$ cat config.mk
export PLATFORM = sky130hd
export DESIGN_NAME = bvh_div_cell
export DESIGN_NICKNAME = d
export VERILOG_FILES = /design/src/design/bvh_pkg.sv /design/src/design/bvh_div_cell.sv
export SDC_FILE = /design/constraint.sdc
export NUM_CORES = 1
export LEC_CHECK = 0
export CAP_MARGIN = 10
export CORE_AREA = 2 2 230 232
export CTS_CLUSTER_SIZE = 30
export DETAILED_ROUTE_END_ITERATION = 16
export DIE_AREA = 0 0 232 234
export DONT_BUFFER_PORTS = 1
export SKIP_CTS_REPAIR_TIMING = 1
export SYNTH_ARGS = -nofsm -noshare
export SYNTH_HDL_FRONTEND = slang
export SYNTH_SLANG_ARGS = --single-unit
$ cat constraint.sdc
create_clock -name clk -period 1.15 [get_ports clk]
set_clock_uncertainty 0.15 [all_clocks]
set_input_delay 0.0575 -clock clk [delete_from_list [all_inputs] [get_ports clk]]
set_output_delay 0.0575 -clock clk [all_outputs]
set_load 0.02 [all_outputs]
$ cat src/design/bvh_pkg.sv
// Shared types, constants and helper functions for the box vs height patch collision block.
package bvh_pkg;

    localparam int FRAC_BITS = 16;
    localparam int Q_W       = 32 + FRAC_BITS;   // ratio magnitude width, one divider cell per bit
    localparam int DIV_STEPS = Q_W;
    localparam int LERP_LAT  = 4;
    localparam int PROD_W    = 33 + Q_W;
    localparam int SAT_W     = 40;

    localparam logic [2:0] REG_MIN_X  = 3'd0;
    localparam logic [2:0] REG_MIN_Y  = 3'd1;
    localparam logic [2:0] REG_MAX_X  = 3'd2;
    localparam logic [2:0] REG_MAX_Y  = 3'd3;
    localparam logic [2:0] REG_H_LL   = 3'd4;
    localparam logic [2:0] REG_H_HL   = 3'd5;
    localparam logic [2:0] REG_H_LH   = 3'd6;
    localparam logic [2:0] REG_H_HH   = 3'd7;

    localparam logic signed [31:0] INT32_MAX = 32'sh7FFF_FFFF;
    localparam logic signed [31:0] INT32_MIN = 32'sh8000_0000;

    typedef struct packed {
        logic signed [31:0] center_x;
        logic signed [31:0] center_y;
        logic signed [31:0] center_z;
        logic [30:0]        extent_x;
        logic [30:0]        extent_y;
        logic [30:0]        extent_z;
        logic               uniform_size;
    } query_t;

    typedef struct packed {
        logic               hit;
        logic signed [31:0] floor_height;
        logic               inside_xy;
    } result_t;

    // restoring division state of one axis
    typedef struct packed {
        logic [31:0]    rem;
        logic [Q_W-1:0] nq;
        logic [31:0]    div;
        logic           neg;
        logic           zero;
    } div_t;

    typedef struct packed {
        logic               valid;
        div_t               ax;
        div_t               ay;
        logic signed [31:0] cz;
        logic [30:0]        ez;
        logic               in_xy;
    } pl_t;

    typedef struct packed {
        logic               valid;
        logic [Q_W-1:0]     rx_mag;
        logic               rx_neg;
        logic signed [31:0] cz;
        logic [30:0]        ez;
        logic               in_xy;
    } tag_t;

    function automatic div_t div_step(input div_t s);
        div_t        r;
        logic [32:0] trial;
        logic [32:0] dv;
        logic        ge;
        logic [32:0] nr;
        r     = s;
        trial = {s.rem, s.nq[Q_W-1]};
        dv    = {1'b0, s.div};
        ge    = (trial >= dv);
        nr    = ge ? (trial - dv) : trial;
        r.rem = nr[31:0];
        r.nq  = {s.nq[Q_W-2:0], ge};
        return r;
    endfunction

    function automatic logic signed [33:0] twice(input logic signed [31:0] v);
        return {v[31], v, 1'b0};
    endfunction

    function automatic logic signed [33:0] ext_extent(input logic [30:0] e);
        return {3'b000, e};
    endfunction

endpackage

$ cat src/design/bvh_div_cell.sv
// One pipelined restoring-division cell: one quotient bit per axis per cycle if en.
module bvh_div_cell (
    input  logic          clk,
    input  logic          rst_n,
    input  logic          en,
    input  bvh_pkg::pl_t  pin,
    output bvh_pkg::pl_t  pout
);

    bvh_pkg::pl_t stage_reg;
    bvh_pkg::pl_t stage_next;

    always_comb
    begin
        stage_next    = pin;
        stage_next.ax = bvh_pkg::div_step(pin.ax);
        stage_next.ay = bvh_pkg::div_step(pin.ay);
    end

    always_ff @(posedge clk or negedge rst_n)
    begin
        if (!rst_n)
        begin
            stage_reg <= '0;
        end
        else if (en)
        begin
            stage_reg <= stage_next;
        end
    end

    assign pout = stage_reg;

endmodule

# [After elaboration in Yosys (flattened, before gate mapping)]
# Cells that the tools add are included.
# W data, S select, Z words.
[totals] word_cells=20 regBits=293 output_inout_bits=293
[classes] mux=2 order_cmp=2 n_addsub=2
[ops] op="$ge A33 B32 Y1" n=2
[ops] op="$mux W32" n=2
[ops] op="$sub A32 B32 Y32" n=2

# [Longest topological paths before layout]
[logic_depth] ltp_word=2 ltp_mapped=14 depth_no_buf=12

# [Least setup slack after synthesis]
# OpenSTA, ideal clock, no wires.
[synth_timing] kind="input to register" startpoint="in pin[86] in the netlist's numbering" endpoint="reg stage_reg (netlist bit pout[146])" stages=12 arrival_time_ns=2.314 path_slack_ns=-1.450 setup_time_ns=0.137 path_cell_list="inv_1 ha_1 and3_2 nand4_1 or4_1 o31ai_1 a21oi_1 a22o_1 buf_6 buf_6 a21oi_1 a21oi_2"
[synth_via] elab_chain_cells=2
[synth_rtl] item="from (decl)" line="bvh_div_cell.sv:6" source="input bvh_pkg::pl_t pin,"
[synth_rtl] item="$ge A33 B32 Y1" line="bvh_pkg.sv:75" source="ge = (trial >= dv);"
[synth_rtl] item="$mux W32" line="bvh_pkg.sv:76" source="nr = ge ? (trial - dv) : trial;"
[synth_rtl] item="to (signal assigned)" line="bvh_div_cell.sv:28" source="stage_reg <= stage_next;"
[synth_rtl] item="to (decl)" line="bvh_div_cell.sv:10" source="bvh_pkg::pl_t stage_reg;"
# No other way between the ends.
# A chain may end at the register's enable or synchronous reset.

# [Worst setup path after layout]
[layout_timing] startpoint="in pin[82] in the netlist's numbering" endpoint="reg stage_reg (netlist bit pout[164])"
[layout_via] elab_chain_cells=2 elab_cells_between_ends=3 classes_between="1 x add/sub; 1 x order compare; 1 x mux"
[layout_rtl] item="$sub A32 B32 Y32 / $ge A33 B32 Y1 (equally long branches)" line="bvh_pkg.sv:76, bvh_pkg.sv:75"
[layout_rtl] item="$mux W32 (*)" line="bvh_pkg.sv:76"
# Mark *: on every way between the ends. The rest lies on a longest branch, timed or not.

==> impl_results.md <==
- Period Utilization, post-route: 184%
- R2R Setup Slk: -0.01 ns
- CTS H-tree lvls: 2
- Initial core utilization: 29.4%
- Fin nets: 2467
- TritonCTS buffer count: 35
- Combinational share of power: between 30 and 40%
- Violations in the final reports: negative hold slack, negative setup slack
- Antenna viol nets, final: 0
- Max-slew headroom: 50.6%
- Status: finished with violations
- Sw Share: 30.5%
- # setup viols final: 359
- Layout cells sized above 1: 46.5%
- P_int: 24500 uW
- Overall die area: 54300 um2
- Worst R2R End: pout[174]
- #FFs+latches synth: 293
- Max Cap Viol: 0
- Ys Warns: 0
- Ys flop type: dfrtp_1
- Ys async rst share: 100%
- Via-per-instance ratio: 4.86
- Critical path peak fanout: 9
- Power density cells: 1390 nW/um2
- Post-synth EDFFs: 0
- Pre-CTS setup slack: -1.58 ns
- Routability cong.: roughly 0.85
- Util after Layout: 48.9%
- Iteration count of the initial detailed-routing pass: 5
- Nature of the critical path endpoint: flip-flop
- Placeable Area: 52000 um2
- Clock power share: 32.0%
- Fin. max-slew vios: 0
- Peak VDD IR: ~1500 uV
- GRT Overall Usage: 17.3%
- Global route overflow: 0
- Avg Inst Size Synth: 11.1 um2
- CP startpoint kind: input port
- Max FFs per register: 293
- Initial antenna violation count: 2
- Simple-gate share of the synthesized area: 8.89%
- Filler cell count: 4421
- Mapped Area: between 15000 and 20000 um2
- R2R cell count: 4
- Min Tclk post-route: between 2 and 2.5 ns
- Largest net degree at the start of global routing: 361
- WP data required: approximately 1.4 ns
- Post-Syn Nets: 1740
- Die Ht: approximately 230 um
- Final WL: around 56000 um
- CTS Buffer Depth: 3
- Number of global-route vias before repair: 12486
- Die Width: 232 um
- Xor/xnor share of the synthesized area: 2.75%
- Area grow syn2layout: 66.4%
- WS Path Type: input port to flip-flop
- Final setup margin: -0.961 ns
- NetSw: 10800 uW
- CTS tree: built
- Flop pwr share: between 30% and 40%
- Hold Path Class: input port to async pin
- Dominant cells by area after synthesis: dfrtp_1 48%, mux2_2 17%, ha_1 5.2%, a21oi_1 2.9%, nor2_1 2.3%
- I/O pin cnt: 589
- RSZ-0062 raised after global routing: yes
- Post-Syn Instances: 1378
- Register Area: 7350 um2
- Worst-Skew Late Latency: between 0.5 and 0.6 ns
- Post-synthesis mux area share: between 10% and 20%
- Adder-cell share of the synthesized area: 5.50%
- DP HPWL: 38700 um
- Final Hold Fails: 586
- Yosys top cell area share: 48.0%
- Multi-input logic area: around 8000 um2
- Global-route wire length before repair: 72600 um
- Worst-path clk slew: ~0.06 ns
- Post-synth cell types: 64
- DRT iter0 DRCs: 687
- FMAX: 474 MHz
- Via Count: 13701
- Arrival @ worst endpoint: roughly 2.4 ns
- Port Buffers: 0
- DRC violations left: 0
- Sequential area share after synthesis: 48.0%
- P_leak: 0.0114 uW
- CTS root buf: clkbuf_16
- Reg-to-reg critical path startpoint: pout[174]
- Worst hold slack: -0.923 ns
- Clock tree sinks: 293
- Std cell rows: 84
- Least-Margin Pin Slew: 0.733 ns
- Post-DR wirelength/cell: roughly 20 um
- Compound-Gate Fraction of Synth Area: 11.9%
- Cell taking the most area after synthesis: dfrtp_1
- Largest family of logic cells by synthesized area: multiplexers
## stage by stage
stage               power (uW)  cells  setup TNS [ns]  hold WS [ns]  area (um2)
detailed placement       21600   2482          -93.36        -0.378       19900
global placement         21400   2482          -92.65        -0.381       19900
floorplan                17900   1378          -77.19        -0.388       15900
global route             36800   2819         -108.33        -0.952       25400
CTS                      33100   2544         -106.13        -0.965       21100
finish                   35300   2819          -92.56        -0.923       25400
## power by group through the flow
stage / registers [uW] / clock network [uW] / logic, uW
after floorplan: 13900 / 0 / 4020
after global placement: 12500 / 0 / 8910
after detailed placement: 12600 / 0 / 9030
after CTS: 12400 / 11600 / 9060
after global routing: 12800 / 12000 / 12000
final: 12700 / 11300 / 11300
## Yosys cell counts (all sizes together) (3+ instances only)
| library cell | instances |
|---|---|
| a211o | 3 |
| or2 | 4 |
| nand3 | 26 |
| nand2b | 6 |
| inv | 91 |
| nor4 | 3 |
| a21boi | 3 |
| nand4 | 13 |
| and3 | 13 |
| a21oi | 107 |
| a21o | 30 |
| mux2 | 228 |
| mux2i | 31 |
| o211ai | 8 |
| nor2 | 103 |
| o2111ai | 4 |
| dfrtp | 293 |
| a31oi | 29 |
| xor2 | 19 |
| ha | 64 |
| or3 | 5 |
| o31ai | 5 |
| o221ai | 6 |
| clkbuf | 50 |
| nand2 | 61 |
| o41ai | 3 |
| o31a | 3 |
| o21bai | 9 |
| o21ai | 41 |
| and2 | 4 |
| xnor2 | 29 |
| a211oi | 9 |
| nand4b | 3 |
| buf | 15 |
| o21a | 6 |
| nor3 | 15 |
| nor2b | 12 |
## worst max path at each step
stage,startpoint,to,slack (ns)
CTS,pin[67],pout[177],-1.01
floorplan,pin[75],pout[151],-1.25
detailed placement,pin[67],pout[177],-1.58
finish,pin[82],pout[164],-0.96
global placement,pin[210],pout[287],-1.51
global route,pin[145],pout[164],-1.04
## worst max-delay path, stage by stage
cell,delay [ns]
inv_1,0.03
ha_1,0.28
and2_1,0.14
nand4_1,0.19
or4_4,0.56
o31ai_4,0.19
a21oi_2,0.08
a22o_4,0.31
buf_12,0.15
nand2_1,0.07
o21ai_1,0.06
mux2_2,0.25
## cells by family after synthesis
| group | Yosys count |
|---|---|
| flip-flops | 293 |
| XOR/XNOR | 48 |
| AO/OA/AOI/OAI | 280 |
| buffers and inverters | 156 |
| adder cells (fa/ha/maj) | 66 |
| AND/OR/NAND/NOR | 276 |
| multiplexers | 259 |
## layer usage
| layer | part of all wire [%] | global-route usage (%) |
|---|---|---|
| met5 | 0 | 0 |
| met4 | 3.0 | 6.13 |
| met3 | 7.6 | 5.70 |
| met2 | 52 | 29.7 |
| met1 | 38 | 20.1 |
## cell type report
type	count	share of cell area (%)
clock buffers	52	4.30
multi-input cells	929	32.3
inverters	91	1.41
well taps	688	3.39
clock inverters	10	0.379
repair buffers	755	29.3
diodes	1	0.00984
flip-flops and latches	293	28.9
## layout by cell type (no fill, tap or decap), types with 11 or more instances in the layout
cell,instances
clkbuf_8,11
dfrtp_1,280
buf_6,292
nand4_1,13
mux2_2,228
o21ai_0,27
xnor2_1,28
a21oi_1,73
ha_4,24
xor2_1,19
nor2_1,89
ha_1,37
mux2i_1,28
buf_4,231
a31oi_1,24
inv_1,82
a21o_1,30
nor3_1,12
a21oi_2,30
dfrtp_2,13
dlygate4sd3_1,221
nand2_1,57
clkbuf_16,39
nand3_1,19
No activity file was read; power rests on OpenSTA's default activity.
