File: config.mk
export PLATFORM = sky130hd
export DESIGN_NAME = bvh_lerp
export DESIGN_NICKNAME = d
export VERILOG_FILES = /design/src/design/bvh_pkg.sv /design/src/design/bvh_lerp.sv
export SDC_FILE = /design/constraint.sdc
export NUM_CORES = 2
export LEC_CHECK = 0
export BUFFER_PORTS_ARGS = -buffer_cell sky130_fd_sc_hd__buf_2
export CAP_MARGIN = 20
export CORE_MARGIN = 8
export CORE_UTILIZATION = 35
export CTS_CLUSTER_DIAMETER = 120
export DETAILED_ROUTE_END_ITERATION = 8
export SLEW_MARGIN = 10
export SYNTH_ARGS = -nofsm -noshare
export SYNTH_HDL_FRONTEND = slang
export SYNTH_SLANG_ARGS = --single-unit
export TNS_END_PERCENT = 5
File: constraint.sdc
create_clock -name clk -period 9 [get_ports clk]
set_input_delay 1.35 -clock clk [delete_from_list [all_inputs] [get_ports clk]]
set_output_delay 1.35 -clock clk [all_outputs]
set_load 0.05 [all_outputs]
File: src/design/bvh_pkg.sv
// Shared types, constants and helper functions for the box vs height patch collision block.
package bvh_pkg;

    localparam int FRAC_BITS = 16;
    localparam int Q_W       = 32 + FRAC_BITS;   // ratio magnitude width, one divider cell per bit
    localparam int DIV_STEPS = Q_W;
    localparam int LERP_LAT  = 4;
    localparam int PROD_W    = 33 + Q_W;
    localparam int SAT_W     = 40;

    localparam logic [2:0] REG_MIN_X  = 3'd0;
    localparam logic [2:0] REG_MIN_Y  = 3'd1;
    localparam logic [2:0] REG_MAX_X  = 3'd2;
    localparam logic [2:0] REG_MAX_Y  = 3'd3;
    localparam logic [2:0] REG_H_LL   = 3'd4;
    localparam logic [2:0] REG_H_HL   = 3'd5;
    localparam logic [2:0] REG_H_LH   = 3'd6;
    localparam logic [2:0] REG_H_HH   = 3'd7;

    localparam logic signed [31:0] INT32_MAX = 32'sh7FFF_FFFF;
    localparam logic signed [31:0] INT32_MIN = 32'sh8000_0000;

    typedef struct packed {
        logic signed [31:0] center_x;
        logic signed [31:0] center_y;
        logic signed [31:0] center_z;
        logic [30:0]        extent_x;
        logic [30:0]        extent_y;
        logic [30:0]        extent_z;
        logic               uniform_size;
    } query_t;

    typedef struct packed {
        logic               hit;
        logic signed [31:0] floor_height;
        logic               inside_xy;
    } result_t;

    // restoring division state of one axis
    typedef struct packed {
        logic [31:0]    rem;
        logic [Q_W-1:0] nq;
        logic [31:0]    div;
        logic           neg;
        logic           zero;
    } div_t;

    typedef struct packed {
        logic               valid;
        div_t               ax;
        div_t               ay;
        logic signed [31:0] cz;
        logic [30:0]        ez;
        logic               in_xy;
    } pl_t;

    typedef struct packed {
        logic               valid;
        logic [Q_W-1:0]     rx_mag;
        logic               rx_neg;
        logic signed [31:0] cz;
        logic [30:0]        ez;
        logic               in_xy;
    } tag_t;

    function automatic div_t div_step(input div_t s);
        div_t        r;
        logic [32:0] trial;
        logic [32:0] dv;
        logic        ge;
        logic [32:0] nr;
        r     = s;
        trial = {s.rem, s.nq[Q_W-1]};
        dv    = {1'b0, s.div};
        ge    = (trial >= dv);
        nr    = ge ? (trial - dv) : trial;
        r.rem = nr[31:0];
        r.nq  = {s.nq[Q_W-2:0], ge};
        return r;
    endfunction

    function automatic logic signed [33:0] twice(input logic signed [31:0] v);
        return {v[31], v, 1'b0};
    endfunction

    function automatic logic signed [33:0] ext_extent(input logic [30:0] e);
        return {3'b000, e};
    endfunction

endpackage

File: src/design/bvh_lerp.sv
// Four-stage saturating fixed-point linear interpolation a + (b - a) * r.
module bvh_lerp (
    input  logic                        clk,
    input  logic                        en,
    input  logic signed [31:0]          a,
    input  logic signed [31:0]          b,
    input  logic [bvh_pkg::Q_W-1:0]     r_mag,
    input  logic                        r_neg,
    output logic signed [31:0]          y
);

    localparam int QW = bvh_pkg::Q_W;
    localparam int PW = bvh_pkg::PROD_W;
    localparam int FB = bvh_pkg::FRAC_BITS;
    localparam int SW = bvh_pkg::SAT_W;

    // stage 0
    logic signed [32:0] diff;
    logic [32:0]        ua_next;
    logic [32:0]        ua_reg;
    logic [QW-1:0]      ub0_reg;
    logic               neg0_reg;
    logic               zero0_reg;
    logic signed [31:0] a0_reg;

    // stage 1
    logic [64:0]        plo_reg;
    logic [32+FB:0]     phi_reg;
    logic               neg1_reg;
    logic               zero1_reg;
    logic signed [31:0] a1_reg;

    // stage 2
    logic [PW-1:0]      prod;
    logic [SW-1:0]      qv_reg;
    logic               rem_reg;
    logic               ovf_reg;
    logic               neg2_reg;
    logic               zero2_reg;
    logic signed [31:0] a2_reg;

    // stage 3
    logic [SW:0]        qadj;
    logic signed [42:0] qs;
    logic signed [42:0] sum;
    logic signed [31:0] y_next;
    logic signed [31:0] y_reg;

    assign diff    = {b[31], b} - {a[31], a};
    assign ua_next = diff[32] ? 33'(-diff) : diff;

    always_ff @(posedge clk)
    begin
        if (en)
        begin
            ua_reg    <= ua_next;
            ub0_reg   <= r_mag;
            neg0_reg  <= diff[32] ^ r_neg;
            zero0_reg <= (diff == '0) || (r_mag == '0);
            a0_reg    <= a;
        end
    end

    always_ff @(posedge clk)
    begin
        if (en)
        begin
            plo_reg   <= ua_reg * ub0_reg[31:0];
            phi_reg   <= ua_reg * ub0_reg[QW-1:32];
            neg1_reg  <= neg0_reg;
            zero1_reg <= zero0_reg;
            a1_reg    <= a0_reg;
        end
    end

    assign prod = PW'(plo_reg) + (PW'(phi_reg) << 32);

    always_ff @(posedge clk)
    begin
        if (en)
        begin
            qv_reg    <= prod[SW+FB-1:FB];
            rem_reg   <= |prod[FB-1:0];
            ovf_reg   <= |prod[PW-1:SW+FB];
            neg2_reg  <= neg1_reg;
            zero2_reg <= zero1_reg;
            a2_reg    <= a1_reg;
        end
    end

    always_comb
    begin
        qadj = {1'b0, qv_reg} + (SW+1)'(neg2_reg & rem_reg);
        qs   = neg2_reg ? -{2'b00, qadj} : {2'b00, qadj};
        sum  = {{11{a2_reg[31]}}, a2_reg} + qs;
        if (zero2_reg)
        begin
            y_next = a2_reg;
        end
        else if (ovf_reg)
        begin
            y_next = neg2_reg ? bvh_pkg::INT32_MIN : bvh_pkg::INT32_MAX;
        end
        else if (sum > 43'(bvh_pkg::INT32_MAX))
        begin
            y_next = bvh_pkg::INT32_MAX;
        end
        else if (sum < 43'(bvh_pkg::INT32_MIN))
        begin
            y_next = bvh_pkg::INT32_MIN;
        end
        else
        begin
            y_next = sum[31:0];
        end
    end

    always_ff @(posedge clk)
    begin
        if (en)
        begin
            y_reg <= y_next;
        end
    end

    assign y = y_reg;

endmodule

==> Word-level counts from Yosys, hierarchy flattened <==
Cells that the tools add are included.
{ "totals": {"regBits": 371} }
{ "classes": {"order_cmp": 2, "reduce_logical": 5, "add_sub_neg": 6, "n_mux": 7, "mul": 2, "bitwise": 2} }
{ "ops": {"columns": ["op", "n"], "rows": [
  ["32-bit two-way mux", 6],
  ["65-bit by 81-bit adder with 81-bit output", 1],
  ["33-bit by 32-bit multiplier with 65-bit output", 1],
  ["33-bit by 16-bit multiplier with 49-bit output", 1],
  ["48-bit zero test", 1],
  ["43-bit adder", 1],
  ["43-bit by 32-bit greater-than comparator with 1-bit output, second input constant", 1],
  ["43-bit by 32-bit less-than comparator with 1-bit output, second input constant", 1],
  ["43-bit two-way mux", 1],
  ["41-bit negator with 43-bit output", 1],
  ["40-bit by 1-bit adder with 41-bit output", 1],
  ["33-bit zero test", 1],
  ["33-bit negator", 1],
  ["32-bit by 32-bit subtractor with 33-bit output", 1],
  ["25-bit OR reduction", 1],
  ["16-bit OR reduction", 1],
  ["1-bit bitwise AND", 1],
  ["1-bit logical OR", 1],
  ["1-bit XOR", 1]
]} }

==> Logic depth before layout (Yosys ltp) <==
{ "logic_depth": {"depth_word": 10, "mapped_depth": 32, "depth_no_buf": 29} }

==> Worst setup path after synthesis <==
OpenSTA, ideal clock, no wires.
{ "synth_timing": {"path_type": "register to register", "from": "reg ua_reg[16]", "to": "reg plo_reg[64] (data pin)", "stages_incl_launch_ff": 29, "period_less_slack_ps": 7899, "t_arrival_ps": 7633, "path_slack_ps": 1101, "setup_ps": 266, "cell_sequence": "edfxtp_1 clkbuf_1 clkbuf_1 nand2_1 fa_1 fa_1 inv_1 fa_1 fa_1 inv_1 fa_1 inv_1 fa_1 fa_1 inv_1 fa_1 inv_1 ha_1 a21o_1 a31o_2 a221oi_1 a21oi_1 a21o_1 a2111oi_0 o21ai_0 nand2_1 o2111ai_1 nor4_1 nor3_1"} }
{ "synth_via": {"elab_chain_cells": 1} }
{ "synth_lines": {"columns": ["element", "line", "rtl"], "rows": [
  ["start: declaration", "bvh_lerp.sv:20", "logic [32:0] ua_reg;"],
  ["start signal: assignment", "bvh_lerp.sv:56", "ua_reg <= ua_next;"],
  ["33-bit by 32-bit multiplier with 65-bit output", "bvh_lerp.sv:68", "plo_reg <= ua_reg * ub0_reg[31:0];"],
  ["end signal: assignment", "bvh_lerp.sv:68", null],
  ["end: declaration", "bvh_lerp.sv:27", "logic [64:0] plo_reg;"]
]} }
Every way passes these cells.
A chain may end at the register's enable or synchronous reset.

==> Worst setup path in the final report <==
{ "layout_timing": {"from": "reg ua_reg[19]", "to": "reg plo_reg[50] (data pin)"} }
The elaborated chain is that of the path after synthesis.

==> impl_metrics.csv <==
group,metric,value,unit
outcome,status,"finished clean",
clock_network,clock_path_buffers,3,
cells_and_area,seq_area,11100,µm²
clock_network,cts_made_buffers,50,
timing,tightest_slew,1.11,ns
worst_setup_path,critPathTopFamily,"adder cells",
clock_network,cts-root-buf,"clkbuf_16",
worst_setup_path,max_stage_delay,0.86,ns
timing,final.setup_skew,0.0425,ns
yosys,synthesis.area,71200,µm²
worst_setup_path,cp-start-kind,"flop",
timing,slew_viol_final,0,
placed_design,place_area,75300,µm²
yosys,synth_largest_area_cell,"fa_1",
timing,fmax,116,MHz
detailed_routing,vias,53500,
die,core_area,202000,µm²
global_route,grt_overflow,0,
timing,relSlewSlack,26.3,%
timing,rsz0062_at_grt,"yes",
cells_and_area,nNetsFinal,9688,
worst_setup_path,crit_top_cell,"fa_1",
yosys,synth_top_area_share,38.3,%
yosys,syn_avg_cell_area,9.22,µm²
yosys,yosys-top-cells-area,"fa_1 (38%), edfxtp_1 (16%), ha_1 (8.8%)",
cells_and_area,drive_above_1_share,5.97,%
yosys,synth_cell_types,84,
worst_setup_path,worstSetupEndpointType,"flop",
timing,fin_crit_sh,95.8,%
yosys,synth_flop_cell,"edfxtp_1",
global_route,grt_pass1_wl,321000,µm
timing,finalHoldViolations,0,
job,maxCapViolCount,0,
detailed_routing,wl,204000,µm
global_route,first_global_vias,56300,
timing,setup_viol,0,
global_route,grt_max_degree,152,
detailed_routing,drtAntennaViolNets,0,
placed_design,port_buffers,146,
clock_network,h-tree-depth,2,
clock_network,insertion_delay,0.68,ns
worst_setup_path,path_class,"flop to flop",
clock_network,cts_sinks,371,
detailed_routing,post-route-drc-count,0,
die,dieArea,218000,µm²
global_route,grtUsageTotal,18.6,%
placed_design,hpwl,167000,µm
cells_and_area,largest_reg_flops,65,
yosys,yosysSeqAreaShare,15.6,%
timing,post-route-min-period,8.62,ns
worst_setup_path,slowest_stage,"edfxtp_1",
yosys,yosys-top-cells-count,"inv_1 (1,552), nand2_1 (1,388), fa_1 (1,361)",
die,start_util,35.2,%
worst_setup_path,cp.required,9.39,ns
detailed_routing,dr.pass1.iters,6,
detailed_routing,dr.first_iter.drc_count,3764,
detailed_routing,wl_per_cell,19.6,µm
yosys,synthArstFlopShare,0,%
cells_and_area,syn_to_final_growth,8.41,%
clock_network,cts_hold_buffers,0,
yosys,synth_edf_count,371,
clock_network,clk_pin_slew,0.07,ns
placed_design,place_congestion,0.907,
global_route,antenna_found_initial,9,
die,die_y,467,µm
die,row_count,165,
yosys,yosys_warnings,0,
cells_and_area,design_area,77200,µm²
die,die_x,467,µm
min_path,hold_class,"flop to flop",
detailed_routing,via_per_inst,5.13,
cells_and_area,fillers,20200,
yosys,yosysMostFrequentCell,"inv_1",
worst_setup_path,path_max_fanout,17,
yosys,synth-seq-cells,371,
die,pin_count,147,
worst_setup_path,crit_buf_inv,5,
yosys,netlist_instances,7727,
yosys,syn_nets,9702,
worst_setup_path,arrival,9.00,ns
cells_and_area,multiInputGateArea,52800,µm²
timing,holdWs,0.402,ns
clock_network,cts_tree,"done",
-- metrics by stage --
step / setup WS, ns / util (%) / TNS [ns] / cells
detailed placement: -0.0494 / 37.2 / -0.0494 / 10300
global route: -0.0193 / 38.2 / -0.0193 / 10400
floorplan: 1.10 / - / 0 / 7727
CTS: 0.143 / 38.0 / 0 / 10400
finish: 0.382 / 38.2 / 0 / 10400
global placement: -0.0591 / 37.2 / -0.0685 / 10300
-- logic make-up after synthesis --
kind of cell | after synthesis | synth area share, %
AOI/OAI and AO/OA | 856 | 7.77
adders and majority gates | 1860 | 47.0
DFF | 371 | 15.6
and+or+nand+nor | 2377 | 15.4
muxes | 10 | 0.144
buffers and inverters | 1952 | 10.3
xor gates and xnor gates | 301 | 3.71
-- final timing paths --
kind                              start                    end  slack [ns]  depth (start not counted)
hold reg to reg   plo_reg[24]$_DFFE_PP_    qv_reg[8]$_DFFE_PP_        0.40                          0
setup / recovery   ua_reg[19]$_DFFE_PP_  plo_reg[50]$_DFFE_PP_        0.38                         26
setup reg to reg   ua_reg[19]$_DFFE_PP_  plo_reg[50]$_DFFE_PP_        0.38                         26
hold / removal    plo_reg[24]$_DFFE_PP_    qv_reg[8]$_DFFE_PP_        0.40                          0
-- metal layers --
metal / track usage (%) / share of wire [%] / up-vias / routed length (µm)
met2: 32.0 / 49 / 1731 / 99700
met4: 9.00 / 5.8 / 2 / 11800
met5: 0 / 0.0054 / - / 11
li1: - / - / 23900 / -
met1: 23.5 / 40 / 27500 / 81100
met3: 1.96 / 5.5 / 380 / 11200
-- placed cells by master, fill, tap and decap left out, types with 90 or more instances in the layout --
cell type / count
inv_1: 1552
nand2_1: 1388
fa_1: 1361
ha_1: 499
and2_1: 400
edfxtp_1: 371
a21oi_1: 228
xnor2_1: 200
o21ai_0: 172
buf_4: 167
nor2_1: 149
buf_2: 145
a21o_1: 122
xor2_1: 100
nand3_1: 90
-- what timing repair did --
item / 4_1_cts / 5_1_grt
endpoints found under the setup margin: 3 / 14
gates resized for setup: 1 / 4
buffers inserted: 0 / 19
-- cell type report --
type                       count  area share (%)
tap                         2672            4.33
timing repair buffer         333            3.10
clock buffer                  53            1.64
sequential                   371            14.4
inverter                    1553            7.55
multi-input combinational   5404            68.4
antenna                        1         0.00324
clock inverter                38           0.564
Power is not shown: default switching activity piles up to over one toggle a cycle in this logic, so the estimate is an artifact.
